<file path="config.mk">
export PLATFORM = sky130hd
export DESIGN_NAME = score_window_statistics
export DESIGN_NICKNAME = d
export VERILOG_FILES = /design/src/rtl/sws_pkg.sv /design/src/rtl/sws_ram.sv /design/src/rtl/sws_div.sv /design/src/rtl/score_window_statistics.sv
export VERILOG_INCLUDE_DIRS = /design/src /design/src/rtl
export SDC_FILE = /design/constraint.sdc
export NUM_CORES = 1
export LEC_CHECK = 0
export BUFFER_PORTS_ARGS = -buffer_cell sky130_fd_sc_hd__buf_2
export CORE_MARGIN = 2
export CORE_UTILIZATION = 57
export CTS_BUF_LIST = sky130_fd_sc_hd__clkbuf_16
export CTS_CLUSTER_DIAMETER = 150
export DETAILED_ROUTE_END_ITERATION = 10
export PLACE_DENSITY = 0.77
export SETUP_SLACK_MARGIN = 0.4
export SLEW_MARGIN = 40
export SYNTH_ARGS = -nofsm -noshare
export SYNTH_HDL_FRONTEND = slang
export SYNTH_SLANG_ARGS = --single-unit
</file>
<file path="constraint.sdc">
create_clock -name clk -period 3.7 [get_ports clk]
set_clock_uncertainty 0.05 [all_clocks]
set_input_delay 0.37 -clock clk [delete_from_list [all_inputs] [get_ports clk]]
set_output_delay 0.37 -clock clk [all_outputs]
set_load 0.01 [all_outputs]
</file>
<file path="src/rtl/score_window_statistics_assert.svh">
// Assertion helpers shared by the score window statistics RTL.
`ifndef SCORE_WINDOW_STATISTICS_ASSERT_SVH
`define SCORE_WINDOW_STATISTICS_ASSERT_SVH

// Same-cycle implication, disabled while reset is low.
`define SWS_ASSERT_IMP(lbl, clk, rst_n, ante, cons, msg) \
  lbl: assert property (@(posedge clk) disable iff (!rst_n) (ante) |-> (cons)) \
    else $error(msg);

// Next-cycle implication, disabled while reset is low.
`define SWS_ASSERT_NXT(lbl, clk, rst_n, ante, cons, msg) \
  lbl: assert property (@(posedge clk) disable iff (!rst_n) (ante) |=> (cons)) \
    else $error(msg);

`endif

</file>
<file path="src/rtl/sws_pkg.sv">
`default_nettype none

package sws_pkg;

  // Fixed field and accumulator widths
  localparam int SCORE_W = 16;
  localparam int TOTAL_W = 48;
  localparam int COUNT_W = 32;
  localparam int FILL_OUT_W = 4;

  // Divider geometry: dividend, divisor, step counter
  localparam int DIV_W = 48;
  localparam int DVR_W = 32;
  localparam int STEP_W = 6;

  localparam logic [COUNT_W-1:0] COUNT_MAX = '1;
  localparam logic signed [SCORE_W-1:0] BEST_RST = 16'sh8000;

  // Request to the divider
  typedef struct packed {
    logic              start;
    logic [STEP_W-1:0] steps;
    logic [DIV_W-1:0]  dividend;
    logic [DVR_W-1:0]  divisor;
  } div_req_t;

endpackage

`default_nettype wire

</file>
<file path="src/rtl/sws_ram.sv">
`default_nettype none

module sws_ram #(
  parameter int WIDTH = 16,
  parameter int DEPTH = 10
) (
  input  wire logic                                       clk,
  input  wire logic                                       we,
  input  wire logic [(DEPTH > 1 ? $clog2(DEPTH) : 1)-1:0] waddr,
  input  wire logic [WIDTH-1:0]                           wdata,
  input  wire logic                                       re,
  input  wire logic [(DEPTH > 1 ? $clog2(DEPTH) : 1)-1:0] raddr,
  output logic      [WIDTH-1:0]                           rdata
);

  logic [WIDTH-1:0] mem [DEPTH];

  // One write port, one registered read port
  always_ff @(posedge clk) begin
    if (we) begin
      mem[waddr] <= wdata;
    end
    if (re) begin
      rdata <= mem[raddr];
    end
  end

endmodule

`default_nettype wire

</file>
<file path="src/rtl/sws_div.sv">
`default_nettype none
`include "score_window_statistics_assert.svh"

// Unsigned restoring divider, one quotient bit per cycle.
// The dividend must sit at the top of the register; after N steps the low
// N bits hold the quotient.
module sws_div (
  input  wire logic                        clk,
  input  wire logic                        rst_n,
  input  wire sws_pkg::div_req_t           req,
  output logic                             busy,
  output logic [sws_pkg::DIV_W-1:0]        quotient
);

  logic                          busy_r, busy_nxt;
  logic [sws_pkg::STEP_W-1:0]    cnt_r, cnt_nxt;
  logic [sws_pkg::DVR_W-1:0]     rem_r, rem_nxt;
  logic [sws_pkg::DIV_W-1:0]     dvd_r, dvd_nxt;
  logic [sws_pkg::DVR_W-1:0]     dvr_r, dvr_nxt;
  logic [sws_pkg::DVR_W:0]       rem_sh;
  logic [sws_pkg::DVR_W+1:0]     diff;
  logic                          fits;

  // Trial subtract
  assign rem_sh = {rem_r, dvd_r[sws_pkg::DIV_W-1]};
  assign diff   = {1'b0, rem_sh} - {2'b00, dvr_r};
  assign fits   = !diff[sws_pkg::DVR_W+1];

  always_comb begin
    busy_nxt = busy_r;
    cnt_nxt  = cnt_r;
    rem_nxt  = rem_r;
    dvd_nxt  = dvd_r;
    dvr_nxt  = dvr_r;
    if (req.start) begin
      busy_nxt = 1'b1;
      cnt_nxt  = req.steps;
      rem_nxt  = '0;
      dvd_nxt  = req.dividend;
      dvr_nxt  = req.divisor;
    end else if (busy_r) begin
      rem_nxt = fits ? diff[sws_pkg::DVR_W-1:0] : rem_sh[sws_pkg::DVR_W-1:0];
      dvd_nxt = {dvd_r[sws_pkg::DIV_W-2:0], fits};
      cnt_nxt = cnt_r - 1'b1;
      if (cnt_r == sws_pkg::STEP_W'(1)) begin
        busy_nxt = 1'b0;
      end
    end
  end

  always_ff @(posedge clk) begin
    if (!rst_n) begin
      busy_r <= 1'b0;
      cnt_r  <= '0;
    end else begin
      busy_r <= busy_nxt;
      cnt_r  <= cnt_nxt;
    end
    rem_r <= rem_nxt;
    dvd_r <= dvd_nxt;
    dvr_r <= dvr_nxt;
  end

  assign busy     = busy_r;
  assign quotient = dvd_r;

  `SWS_ASSERT_IMP(a_no_start_busy, clk, rst_n, req.start, !busy_r, "divider restarted while busy")
  `SWS_ASSERT_NXT(a_start_busy, clk, rst_n, req.start, busy_r, "divider did not start")

endmodule

`default_nettype wire

</file>
<file path="src/rtl/score_window_statistics.sv">
`default_nettype none
`include "score_window_statistics_assert.svh"

// Score window statistics: one signed Q8.8 score per input beat, one result
// beat per score carrying the best score so far, the mean of all counted
// scores, the mean of the last WINDOW scores, a novice flag (window not yet
// full) and the window fill. Both means truncate toward zero; the score
// count saturates at 2^32-1, after which count and total hold. One score is
// in flight at a time. Its result is registered into the output once the
// bit-serial divider has run over the 48-bit total and then over the
// SUM_W-bit window sum, SUM_W = 16 + clog2(WINDOW+1), and the next score can
// be taken while that result is presented. The window ring lives in a
// one-port-read RAM read at acceptance, its data used the next cycle; no
// clearing pass is needed after reset. A finished result waits in the output
// register while the next score is accepted; a result still stalled there
// when the next one is done holds the block until it leaves.
module score_window_statistics #(
  parameter int WINDOW = 10
) (
  input  wire logic                                clk,
  input  wire logic                                rst_n,
  input  wire logic                                in_valid,
  output logic                                     in_stall,
  input  wire logic signed [sws_pkg::SCORE_W-1:0]  in_score,
  output logic                                     out_valid,
  input  wire logic                                out_stall,
  output logic signed [sws_pkg::SCORE_W-1:0]       out_best,
  output logic signed [sws_pkg::SCORE_W-1:0]       out_overall_mean,
  output logic signed [sws_pkg::SCORE_W-1:0]       out_recent_mean,
  output logic                                     out_is_novice,
  output logic [sws_pkg::FILL_OUT_W-1:0]           out_window_fill
);

  localparam int AW    = (WINDOW > 1) ? $clog2(WINDOW) : 1;
  localparam int FW    = $clog2(WINDOW + 1);
  localparam int SUM_W = sws_pkg::SCORE_W + $clog2(WINDOW + 1);

  localparam logic [1:0] S_IDLE = 2'd0;
  localparam logic [1:0] S_OLD  = 2'd1;
  localparam logic [1:0] S_DIV1 = 2'd2;
  localparam logic [1:0] S_DIV2 = 2'd3;

  logic [1:0]                          state_r, state_nxt;
  logic signed [sws_pkg::SCORE_W-1:0]  score_r, score_nxt;
  logic [sws_pkg::COUNT_W-1:0]         count_r, count_nxt;
  logic signed [sws_pkg::TOTAL_W-1:0]  total_r, total_nxt;
  logic signed [sws_pkg::SCORE_W-1:0]  best_r, best_nxt;
  logic [AW-1:0]                       head_r, head_nxt;
  logic [FW-1:0]                       fill_r, fill_nxt;
  logic signed [SUM_W-1:0]             wsum_r, wsum_nxt;
  logic [sws_pkg::SCORE_W-1:0]         overall_r, overall_nxt;

  logic                                out_valid_r, out_valid_nxt;
  logic signed [sws_pkg::SCORE_W-1:0]  out_best_r, out_best_nxt;
  logic signed [sws_pkg::SCORE_W-1:0]  out_overall_r, out_overall_nxt;
  logic signed [sws_pkg::SCORE_W-1:0]  out_recent_r, out_recent_nxt;
  logic                                out_novice_r, out_novice_nxt;
  logic [sws_pkg::FILL_OUT_W-1:0]      out_fill_r, out_fill_nxt;

  logic                                in_accept;
  logic                                count_sat;
  logic [sws_pkg::COUNT_W-1:0]         count_inc;
  logic                                full;
  logic [sws_pkg::TOTAL_W-1:0]         total_mag;
  logic [SUM_W-1:0]                    wsum_mag;
  logic [FW+sws_pkg::FILL_OUT_W-1:0]   fill_ext;

  logic                                ram_we, ram_re;
  logic [sws_pkg::SCORE_W-1:0]         ram_rdata;

  sws_pkg::div_req_t                   div_req;
  logic                                div_busy;
  logic [sws_pkg::DIV_W-1:0]           div_q;

  // Window ring
  sws_ram #(
    .WIDTH (sws_pkg::SCORE_W),
    .DEPTH (WINDOW)
  ) u_ring (
    .clk   (clk),
    .we    (ram_we),
    .waddr (head_r),
    .wdata (score_r),
    .re    (ram_re),
    .raddr (head_r),
    .rdata (ram_rdata)
  );

  // Shared divider for both means
  sws_div u_div (
    .clk      (clk),
    .rst_n    (rst_n),
    .req      (div_req),
    .busy     (div_busy),
    .quotient (div_q)
  );

  assign in_stall  = (state_r != S_IDLE);
  assign in_accept = in_valid && !in_stall;
  assign count_sat = (count_r == sws_pkg::COUNT_MAX);
  assign count_inc = count_sat ? count_r : count_r + 1'b1;
  assign full      = (fill_r == FW'(WINDOW));
  assign total_mag = total_r[sws_pkg::TOTAL_W-1] ? -total_r : total_r;
  assign wsum_mag  = wsum_r[SUM_W-1] ? -wsum_r : wsum_r;
  assign fill_ext  = {{sws_pkg::FILL_OUT_W{1'b0}}, fill_r};

  // Sequencer: accept, read old slot, overall mean, recent mean
  always_comb begin
    state_nxt       = state_r;
    score_nxt       = score_r;
    count_nxt       = count_r;
    total_nxt       = total_r;
    best_nxt        = best_r;
    head_nxt        = head_r;
    fill_nxt        = fill_r;
    wsum_nxt        = wsum_r;
    overall_nxt     = overall_r;
    out_valid_nxt   = out_valid_r && out_stall;
    out_best_nxt    = out_best_r;
    out_overall_nxt = out_overall_r;
    out_recent_nxt  = out_recent_r;
    out_novice_nxt  = out_novice_r;
    out_fill_nxt    = out_fill_r;
    ram_we          = 1'b0;
    ram_re          = 1'b0;
    div_req         = '0;

    case (state_r)
      S_IDLE: begin
        if (in_accept) begin
          score_nxt = in_score;
          count_nxt = count_inc;
          if (!count_sat) begin
            total_nxt = total_r + sws_pkg::TOTAL_W'(in_score);
          end
          if (count_inc == sws_pkg::COUNT_W'(1) || in_score > best_r) begin
            best_nxt = in_score;
          end
          ram_re    = 1'b1;
          state_nxt = S_OLD;
        end
      end
      S_OLD: begin
        // old slot data is valid now; drop it only when the window is full
        wsum_nxt = wsum_r + SUM_W'(score_r)
                   - (full ? SUM_W'($signed(ram_rdata)) : SUM_W'(0));
        if (!full) begin
          fill_nxt = fill_r + 1'b1;
        end
        ram_we   = 1'b1;
        head_nxt = (head_r == AW'(WINDOW - 1)) ? '0 : head_r + 1'b1;
        div_req.start    = 1'b1;
        div_req.steps    = sws_pkg::STEP_W'(sws_pkg::DIV_W);
        div_req.dividend = total_mag;
        div_req.divisor  = count_r;
        state_nxt        = S_DIV1;
      end
      S_DIV1: begin
        if (!div_busy) begin
          overall_nxt = total_r[sws_pkg::TOTAL_W-1] ? -div_q[sws_pkg::SCORE_W-1:0]
                                                     : div_q[sws_pkg::SCORE_W-1:0];
          div_req.start    = 1'b1;
          div_req.steps    = sws_pkg::STEP_W'(SUM_W);
          div_req.dividend = {wsum_mag, {(sws_pkg::DIV_W - SUM_W){1'b0}}};
          div_req.divisor  = sws_pkg::DVR_W'(fill_r);
          state_nxt        = S_DIV2;
        end
      end
      S_DIV2: begin
        if (!div_busy && (!out_valid_r || !out_stall)) begin
          out_valid_nxt   = 1'b1;
          out_best_nxt    = best_r;
          out_overall_nxt = overall_r;
          out_recent_nxt  = wsum_r[SUM_W-1] ? -div_q[sws_pkg::SCORE_W-1:0]
                                            : div_q[sws_pkg::SCORE_W-1:0];
          out_novice_nxt  = (fill_r < FW'(WINDOW));
          out_fill_nxt    = fill_ext[sws_pkg::FILL_OUT_W-1:0];
          state_nxt       = S_IDLE;
        end
      end
      default: begin
        state_nxt = S_IDLE;
      end
    endcase
  end

  always_ff @(posedge clk) begin
    if (!rst_n) begin
      state_r     <= S_IDLE;
      count_r     <= '0;
      total_r     <= '0;
      best_r      <= sws_pkg::BEST_RST;
      head_r      <= '0;
      fill_r      <= '0;
      wsum_r      <= '0;
      out_valid_r <= 1'b0;
    end else begin
      state_r     <= state_nxt;
      count_r     <= count_nxt;
      total_r     <= total_nxt;
      best_r      <= best_nxt;
      head_r      <= head_nxt;
      fill_r      <= fill_nxt;
      wsum_r      <= wsum_nxt;
      out_valid_r <= out_valid_nxt;
    end
    score_r       <= score_nxt;
    overall_r     <= overall_nxt;
    out_best_r    <= out_best_nxt;
    out_overall_r <= out_overall_nxt;
    out_recent_r  <= out_recent_nxt;
    out_novice_r  <= out_novice_nxt;
    out_fill_r    <= out_fill_nxt;
  end

  assign out_valid        = out_valid_r;
  assign out_best         = out_best_r;
  assign out_overall_mean = out_overall_r;
  assign out_recent_mean  = out_recent_r;
  assign out_is_novice    = out_novice_r;
  assign out_window_fill  = out_fill_r;

  // Until the ring wraps the head tracks the fill count
  `SWS_ASSERT_IMP(a_head_fill, clk, rst_n, !full, head_r == fill_r[AW-1:0], "ring head lost fill")
  // A result appears only out of the recent-mean step
  `SWS_ASSERT_IMP(a_out_src, clk, rst_n, $rose(out_valid_r), $past(state_r) == S_DIV2, "stray result")
  // An accepted beat always starts the old-slot read
  `SWS_ASSERT_NXT(a_acc_read, clk, rst_n, in_accept, state_r == S_OLD, "accept not sequenced")

endmodule

`default_nettype wire
</file>
Word-level counts from Yosys, hierarchy flattened
Memories as Yosys holds them, arrays and structs flattened. A register that Yosys moved wholly into a read port is not among the register bits.
Index checks and enable logic that the tools add are counted.
W data, S select, Z words.
{"block": "word_totals", "ff_bits": 331, "latch_bits": 0, "ram_bits": 160, "rom_bits": 0, "input_bits": 20, "output_inout_bits": 55, "n_memories": 1}
{"name": "u_ring.mem", "words": 10, "width": 16, "read_ports": 1, "rd_clocked_by_memory_dff": 1, "wr": 1, "line_no": "sws_ram.sv:16", "rtl": "logic [WIDTH-1:0] mem [DEPTH];"}
{"block": "op_classes", "addsub": 11, "mul": 0, "n_div": 0, "magnitude_cmp": 2, "eq_ne": 11, "shift": 0, "muxes": 28, "bitwise_logic": 3, "reduce_logical": 20}
{"op": "$pmux W87 S2", "count": 1}
{"op": "$mux W48", "count": 3}
{"op": "$mux W87", "count": 1}
{"op": "$mux W32", "count": 2}
{"op": "$add A48 B16 Y48", "count": 1}
{"op": "$neg A48 Y48", "count": 1}
{"op": "$mux W20", "count": 2}
{"op": "$sub A33 B32 Y34", "count": 1}
{"op": "$add A32 B1 Y32 const B", "count": 1}
{"op": "$eq A32 B1 Y1 const B", "count": 1}
{"op": "$eq A32 B32 Y1 const B", "count": 1}
{"op": "$mux W16", "count": 2}
{"op": "$add A20 B16 Y20", "count": 1}
{"op": "$neg A20 Y20", "count": 1}
{"op": "$sub A20 B20 Y20", "count": 1}
{"op": "$gt A16 B16 Y1", "count": 1}
{"op": "$neg A16 Y16", "count": 1}
{"op": "$mux W6", "count": 2}
{"op": "$mux W1", "count": 10}
{"op": "$reduce_and A3 Y1", "count": 3}
{"op": "$add A4 B1 Y4 const B", "count": 2}
{"op": "$eq A4 B4 Y1 const B", "count": 2}
{"op": "$pmux W2 S4", "count": 1}
{"op": "$reduce_and A2 Y1", "count": 4}
{"op": "other kinds (14)", "count": 29}

Longest topological paths before layout
Gate-level depths: netlist of run 1.
{"block": "depth", "word_depth": 5, "ltp_mapped": 19, "mapped_depth_nobuf": 18}

Modules after synthesis
Synthesis of run 1 repeated with hierarchy kept, for this count alone.
{"block": "unflattened", "hier_cells": 2744, "area_unflattened_um2": 28381.0}
{"module": "score_window_statistics", "n_inst": 1, "cells_each": 1776, "area_per_inst_um2": 15009.4, "seq_area_each_um2": 5094.9}
{"module": "sws_ram", "n_inst": 1, "cells_each": 358, "area_per_inst_um2": 6872.8, "seq_area_each_um2": 5285.1}
{"module": "sws_div", "n_inst": 1, "cells_each": 610, "area_per_inst_um2": 6498.7, "seq_area_each_um2": 3183.1}

Least setup slack after synthesis of run 1
Ideal clock, no wire load.
{"block": "synth_timing", "path_type": "flip-flop to flip-flop", "from": "register head_r[0]", "to": "memory u_ring.mem[9][0] (enable)", "setup_time_ns": 0.436, "arrival_time_ns": 3.417, "t_required_ns": 3.214, "slack_ns": -0.203, "stages_incl_launch_ff": 5, "n_path_buf": 3, "period_less_slack_ns": 3.903, "path_cell_list": "dfxtp_1 > clkbuf_1 > clkbuf_1 > clkbuf_1 > nor4b_1"}
{"item": "start: declaration", "line_no": "score_window_statistics.sv:48", "rtl": "logic [AW-1:0] head_r, head_nxt;"}
{"item": "start signal: assignment", "line_no": "score_window_statistics.sv:202", "rtl": "head_r <= head_nxt;"}
{"item": "end: declaration", "line_no": "sws_ram.sv:16"}
No word-level cell before the write port.

Worst setup path after layout of run 1
{"block": "layout_timing", "from": "register fill_r[0]", "to": "register wsum_r[16]"}
{"block": "layout_between", "elab_chain_cells": 3}
{"item": "start: declaration", "line_no": "score_window_statistics.sv:49", "rtl": "logic [FW-1:0] fill_r, fill_nxt;"}
{"item": "start signal: assignment", "line_no": "score_window_statistics.sv:203", "rtl": "fill_r <= fill_nxt;"}
{"item": "$eq A4 B4 Y1", "line_no": "score_window_statistics.sv:102", "rtl": "assign full = (fill_r == FW'(WINDOW));"}
{"item": "$mux W20", "line_no": "score_window_statistics.sv:146", "rtl": "- (full ? SUM_W'($signed(ram_rdata)) : SUM_W'(0));"}
{"item": "$sub A20 B20 Y20", "line_no": "score_window_statistics.sv:146"}
{"item": "end signal: assignment", "line_no": "score_window_statistics.sv:204", "rtl": "wsum_r <= wsum_nxt;"}
{"item": "end: declaration", "line_no": "score_window_statistics.sv:50", "rtl": "logic signed [SUM_W-1:0] wsum_r, wsum_nxt;"}
No other way between the ends.
A chain may end at the register's enable or synchronous reset.

==> reports/results.ini, run 1 <==
[status]
run_status=finished clean

[synth]
synth_top_family_by_area=compound AO/OA/AOI/OAI gates
postSynth.asyncResetShare_pct=0
synthMuxAreaShare_pct=4.754
synth_edf_count=341
syn_area_sq_um=27630
synth.net_count=2818
seq_area_frac_synth_pct=49.08
ys.flop_type=edfxtp_1
synthCells=2649
synth-compound-area-share_pct=14.05
ys_ff_latch=507
synth_simple_gate_area_share_pct=13.81
yosys_warnings=0
synth_cell_types=77
avgSynthCellArea_sq_um=10.43
synth_fa_ha_area_share_pct=7.317
yosys.area_share.xor_xnor_pct=6.910

[placement]
dp_hpwl_um=48020
gp_congestion=0.9273
portBuffers=74
placedCellCount=3293
postPlaceCellArea_sq_um=29180

[timing]
holdWs_ps=68.10
setup_viol=0
min_period_ps=3565
fin_setup_tns_ps=0
worst_slew_pin_slew_ps=833.7
rsz0062_at_grt=yes
slew_headroom_pct=44.29
max_freq_ghz=0.2805
maxSlewViolCount=0
fin_crit_sh_pct=96.36
finalHoldViolations=0

[grt]
first_global_vias=21200
overflow=0
grt_max_degree=80
track_usage_pct=28.13
grt_first_pass_wirelength_um=112700
antenna_found_initial=1

[layout]
seq_area_sq_um=13610
final_cells=3443
drive_above_1_share_pct=17.44
multi_input_area_sq_um=13740
post-route-cell-area_sq_um=32090
areaGrowthSynthToFinish_pct=16.13
nNetsFinal=2951
fillers=3487
utilization_pct=67.07

[setup_path]
cpPeakStageDelay_ps=490
required_ps=4110
crit_end=wsum_r[16]$_SDFFE_PN0P_
path_cells=inv_2 -> ha_4 -> and3b_2 -> and2_4 -> fa_1 -> inv_2 -> fa_2 -> a21o_1 -> a21oi_2 -> o21bai_2 -> a21boi_2 -> o31a_1 -> nand2b_4 -> a311oi_2 -> xor2_1 -> mux2i_1 -> nor2_1
cpMaxStageDelayCell=fa_1
r2r_slack_ps=130
r2r-start=fill_r[0]$_SDFFE_PN0P_
critPathLaunchType=flop
critPathKind=flop to flop
worstSetupStartpoint=fill_r[0]$_SDFFE_PN0P_
crit_top_cell=inv_2
cp.arrival_ps=3980
end_kind=flop
crit_fanout=5
rr_worst_depth=17
r2r_end=wsum_r[16]$_SDFFE_PN0P_

[power]
power_density_nw_per_um2=843.3
ir_drop_mv=0.5559
leakage_nw=12.31

[route]
vias_per_cell=6.191
ant_nets=0
firstDrtPassIters=5
routed_wl_um=72730
drc=0
routedWlPerCell_um=21.12
first_iter_violations=1896
vias=21310

[floorplanning]
dieHeight_um=224.2
start_util_pct=57.75
core_sq_um=47850
boundaryPins=75
die-area_sq_um=50260
die_w_um=224.2
num_rows=80

[clock_tree]
clkTransAtPathRegs_ps=60
cts.sinks=507
cts_max_path_buffers=3
cts_tree=done
clk_latency_ps=620
cts_buffers=53
cts-htree-levels=2
clockRootBuffer=clkbuf_16

[hold_path]
hold_path.class=input port to flop
holdPathStages=2

[flow_run]
timing.max_cap.violations=0

-- worst min-delay path by stage --
stage                                       start                              to  slack [ps]
after floorplan            overall_r[0]$_DFFE_PP_   out_overall_mean[0]$_DFFE_PP_         350
after global placement    overall_r[15]$_DFFE_PP_  out_overall_mean[15]$_DFFE_PP_         360
after detailed placement   overall_r[2]$_DFFE_PP_   out_overall_mean[2]$_DFFE_PP_         360
after CTS                             in_score[3]            score_r[3]$_DFFE_PP_          40
after global routing                  in_score[3]            score_r[3]$_DFFE_PP_          60
final                                 in_score[0]            score_r[0]$_DFFE_PP_          70
-- through the flow --
stage,setup slack [ps],power (mW)
global route,9.640,28.56
floorplan,283.6,16.84
finish,134.7,27.06
global placement,88.88,19.69
detailed placement,-12.61,20.13
CTS,183.1,26.03
-- timing repair --
item                                    4_1_cts  5_1_grt
cloned                                        0        4
endpoints found under the setup margin       65       92
pin swaps                                    24       42
hold buffers                                 12        0
hold endpoints to repair                     17        0
resized for setup                            47      127
setup buffers                                12       21
-- synth_stat cells, types with 48 or more instances --
| cell | instances | area share (%) |
|---|---|---|
| edfxtp_1 | 341 | 37 |
| o21ai_0 | 154 | 2.8 |
| inv_1 | 155 | 2.1 |
| ha_1 | 128 | 5.8 |
| dfxtp_1 | 166 | 12 |
| a21oi_1 | 165 | 3.0 |
| clkbuf_1 | 117 | 1.6 |
| xnor2_1 | 133 | 4.2 |
| xor2_1 | 85 | 2.7 |
| nand3_1 | 85 | 1.5 |
| nand2_1 | 247 | 3.4 |
| and3_1 | 48 | 1.1 |
| mux2i_1 | 57 | 2.1 |
| nor2_1 | 154 | 2.1 |
| a21o_1 | 61 | 1.7 |
-- flip-flops by register name, indices dropped and copies added, names as in the netlist, 16 cells and up --
name / flops
score_r: 16
u_ring.rdata: 16
out_best: 16
out_recent_mean: 16
overall_r: 16
u_div.quotient: 48
u_div.rem_r: 32
total_r: 48
best_r: 16
wsum_r: 20
out_overall_mean: 16
u_ring.mem: 160
u_div.dvr_r: 32
count_r: 32
-- area by class of cell --
cell class / count / area share, %
well taps: 615 / 2.398
diodes: 1 / 0.007798
repair buffers: 217 / 5.088
multi-input cells: 1847 / 42.82
inverters: 156 / 1.840
clock inverters: 47 / 1.294
flip-flops and latches: 507 / 42.42
clock buffers: 53 / 4.133
-- layer usage --
layer / GRT usage [%] / vias up / wire length [um]
li1: - / 9907 / -
met1: 36.69 / 10430 / 30350
met2: 48.21 / 807 / 35220
met3: 3.463 / 166 / 4574
met4: 10.66 / 0 / 2585
met5: 0 / - / 0
-- worst max-delay path, delay by kind of cell (launching register included) --
| family | cells | cell delay [ps] |
|---|---|---|
| adders and majority gates | 3 | 1030 |
| xor gates and xnor gates | 1 | 160 |
| buffers and inverters | 2 | 110 |
| muxes | 1 | 140 |
| and+or+nand+nor | 4 | 610 |
| DFF | 1 | 350 |
| AOI/OAI and AO/OA | 6 | 960 |
-- cell usage in the layout, fill, tap and decap left out, types with 10 or more instances in the layout --
cell type,instances
edfxtp_1,341
nand2_1,242
inv_1,162
a21oi_1,154
nor2_1,147
o21ai_0,140
dfxtp_1,139
xnor2_1,133
buf_4,114
ha_1,107
xor2_1,85
nand3_1,80
buf_2,75
a21o_1,60
mux2i_1,57
clkbuf_16,55
and3_1,46
o31ai_1,37
nor2b_1,36
nand4_1,35
or3_1,33
mux4_2,32
a211oi_1,31
and2_1,24
nor3_1,22
nand2b_1,22
dfxtp_2,21
fa_1,20
a22oi_1,14
ha_4,14
o41ai_1,13
a31oi_1,13
dlygate4sd3_1,12
nor3_2,11
clkinv_2,10
-- cells by family (layout without fill, tap and decap cells) --
logic type                 count (synthesis)  in the layout
and+or+nand+nor                          780            781
AOI/OAI and AO/OA                        608            608
DFF                                      507            507
buffers and inverters                    296            473
xor gates and xnor gates                 218            218
adders and majority gates                149            149
muxes                                     91             91
other                                      0              1
-- report_power, final --
part           switching [mW]  leakage (nW)  internal [mW]  total [mW]
Sequential               1.15          4.49           7.94        9.09
Clock                    2.29         0.908           3.10        5.38
Combinational            7.26          6.92           5.32        12.6
No activity file was read; power rests on OpenSTA's default activity.
==> run 2, diff against run 1 <==
- CORE_UTILIZATION: 57 -> 23
- PLACE_DENSITY: 0.77 -> not set
==> run 2 against run 1 <==
Net effect:
- critical path depth did not move
- global-route usage fell by 16 points
- sequential power fell by 0.6%
- cell area rose by 5.2%
- first-iteration DRC count fell by 30%
- wire length rose by 2.0%
- power rose by 1.7%
- clock-buffer cell count rose by 3
- critical path type unchanged
==> reports/results.ini, run 2 (synthesis results as in run 1) <==
[grt]
grt_max_degree=64
track_usage_pct=11.65
overflow=0
antenna_found_initial=0
first_global_vias=19820
grt_first_pass_wirelength_um=113500

[layout]
nNetsFinal=2982
layout_commonest_cell=edfxtp_1
antenna_cells=0
drive_above_1_share_pct=18.15
most-common-layout-cells=edfxtp_1, nand2_1, a21oi_1
largest_reg_flops=160
utilization_pct=28.24
areaGrowthSynthToFinish_pct=22.13
regMostFlops=u_ring.mem

[route]
routed_wl_um=74180
drc=0
routedWlPerCell_um=16.59
ant_nets=0
firstDrtPassIters=5
first_iter_violations=1319
vias_per_cell=4.581
vias=20490

[floorplanning]
num_rows=127
die_w_um=350.6
boundaryPins=75
die-area_sq_um=122900
start_util_pct=23.12
dieHeight_um=350.6
core_sq_um=119500

[setup_path]
required_ps=4190
critPathLaunchType=flop
critPathTopFamily=adder cells
cp.arrival_ps=3970
path_buf_inv=2
critPathKind=flop to flop
cpMaxStageDelayCell=fa_1
crit_top_cell=inv_2
path_cells=inv_2 -> ha_4 -> and3b_2 -> and2_4 -> fa_1 -> inv_2 -> fa_2 -> a21o_1 -> a21oi_2 -> o21bai_1 -> a21boi_2 -> o31a_1 -> nand2b_4 -> a311oi_2 -> xor2_1 -> mux2i_1 -> nor2_1
end_kind=flop
crit_fanout=5
cpPeakStageDelay_ps=490

[placement]
dp_hpwl_um=51240
portBuffers=74
gp_congestion=0.8642

[timing]
worst_slew_pin_slew_ps=800.1
min_period_ps=3478
maxSlewViolCount=0
max_freq_ghz=0.2875
fin_crit_sh_pct=94.01
rsz0062_at_grt=yes
setup_viol=0
slew_headroom_pct=46.53
fin_setup_tns_ps=0
finalHoldViolations=0

[hold_path]
hold_path.class=input port to flop

[clock_tree]
clkTransAtPathRegs_ps=70
cts_buffers=56
cts-htree-levels=2
clockRootBuffer=clkbuf_16
cts.sinks=507
cts_tree=done
cts_max_path_buffers=3
clk_latency_ps=660

[status]
run_status=finished clean

[power]
ir_drop_mv=0.5427
power_density_nw_per_um2=815.3
leakage_nw=12.52

[flow_run]
timing.max_cap.violations=0

run 2: cell count changes in the layout (fill, tap and decap cells not counted), sizes merged, moves of 2 or more:
cell         change
clkbuf           +4
buf             +23
clkinvlp         +4
dlygate4sd3      +4
clkinv           +2
inv              -3
run 2: power by group:
part           switching [mW]  total [mW]  leakage, nW  internal, mW
combinational            7.18        12.8         7.10          5.57
sequential               1.11        9.04         4.48          7.93
clock                    2.50        5.72        0.941          3.22
run 2: worst min-delay path, delay by kind of cell:
kind / cells / cell delay, ps
compound gates: 2 / 240
buf+inv: 2 / 160
run 2: per-stage QoR:
step | setup WS, ps | hold WS (ps) | cell area [sq um] | power, mW | instances
6_report | 221.7 | 117.3 | 33750 | 27.51 | 4472
5_1_grt | 63.63 | 126.1 | 33750 | 29.42 | 4472
4_1_cts | 228.6 | 72.77 | 32940 | 26.80 | 4443
3_5_place_dp | 52.58 | 355.2 | 30510 | 20.39 | 4300
3_3_place_gp | 122.9 | 353.1 | 30480 | 20.18 | 4299
2_1_floorplan | 283.6 | 350.3 | 27720 | 16.84 | 2649
run 2: cell type report:
| class | count | area (sq um) |
|---|---|---|
| inverter | 156 | 588.1 |
| tap | 1612 | 2017 |
| multi-input combinational | 1847 | 13760 |
| sequential | 507 | 13590 |
| timing repair buffer | 245 | 1906 |
| clock buffer | 56 | 1401 |
| fill | 12510 | 85750 |
| clock inverter | 49 | 489.2 |
run 2: routing by layer:
layer  track usage (%)  vias to the layer above  part of all wire [%]
li1                  -                     9965                     -
met1             14.69                    10080                    43
met2             20.81                      348                    51
met3             1.331                       92                   3.6
met4             3.398                        0                   2.4
met5                 0                        -                     0
run 2: repair_timing:
item                                    4_1_cts  5_1_grt
buffers inserted                             20       24
cloned                                        2        4
hold endpoints to repair                     30        0
pin swaps                                    32       45
gates resized for setup                      44      124
hold buffers                                 16        0
endpoints found under the setup margin       69       88
run 2: path summary, 6_finish.rpt:
| check | to | depth (start not counted) | slack, ps | start |
|---|---|---|---|---|
| worst max-delay path | wsum_r[16]$_SDFFE_PN0P_ | 17 | 220 | fill_r[0]$_SDFFE_PN0P_ |
| worst min-delay path | state_r[0]$_SDFFE_PN0P_ | 4 | 120 | in_valid |
| worst max register to register | wsum_r[16]$_SDFFE_PN0P_ | 17 | 220 | fill_r[0]$_SDFFE_PN0P_ |
| worst min register to register | out_overall_mean[12]$_DFFE_PP_ | 0 | 370 | overall_r[12]$_DFFE_PP_ |
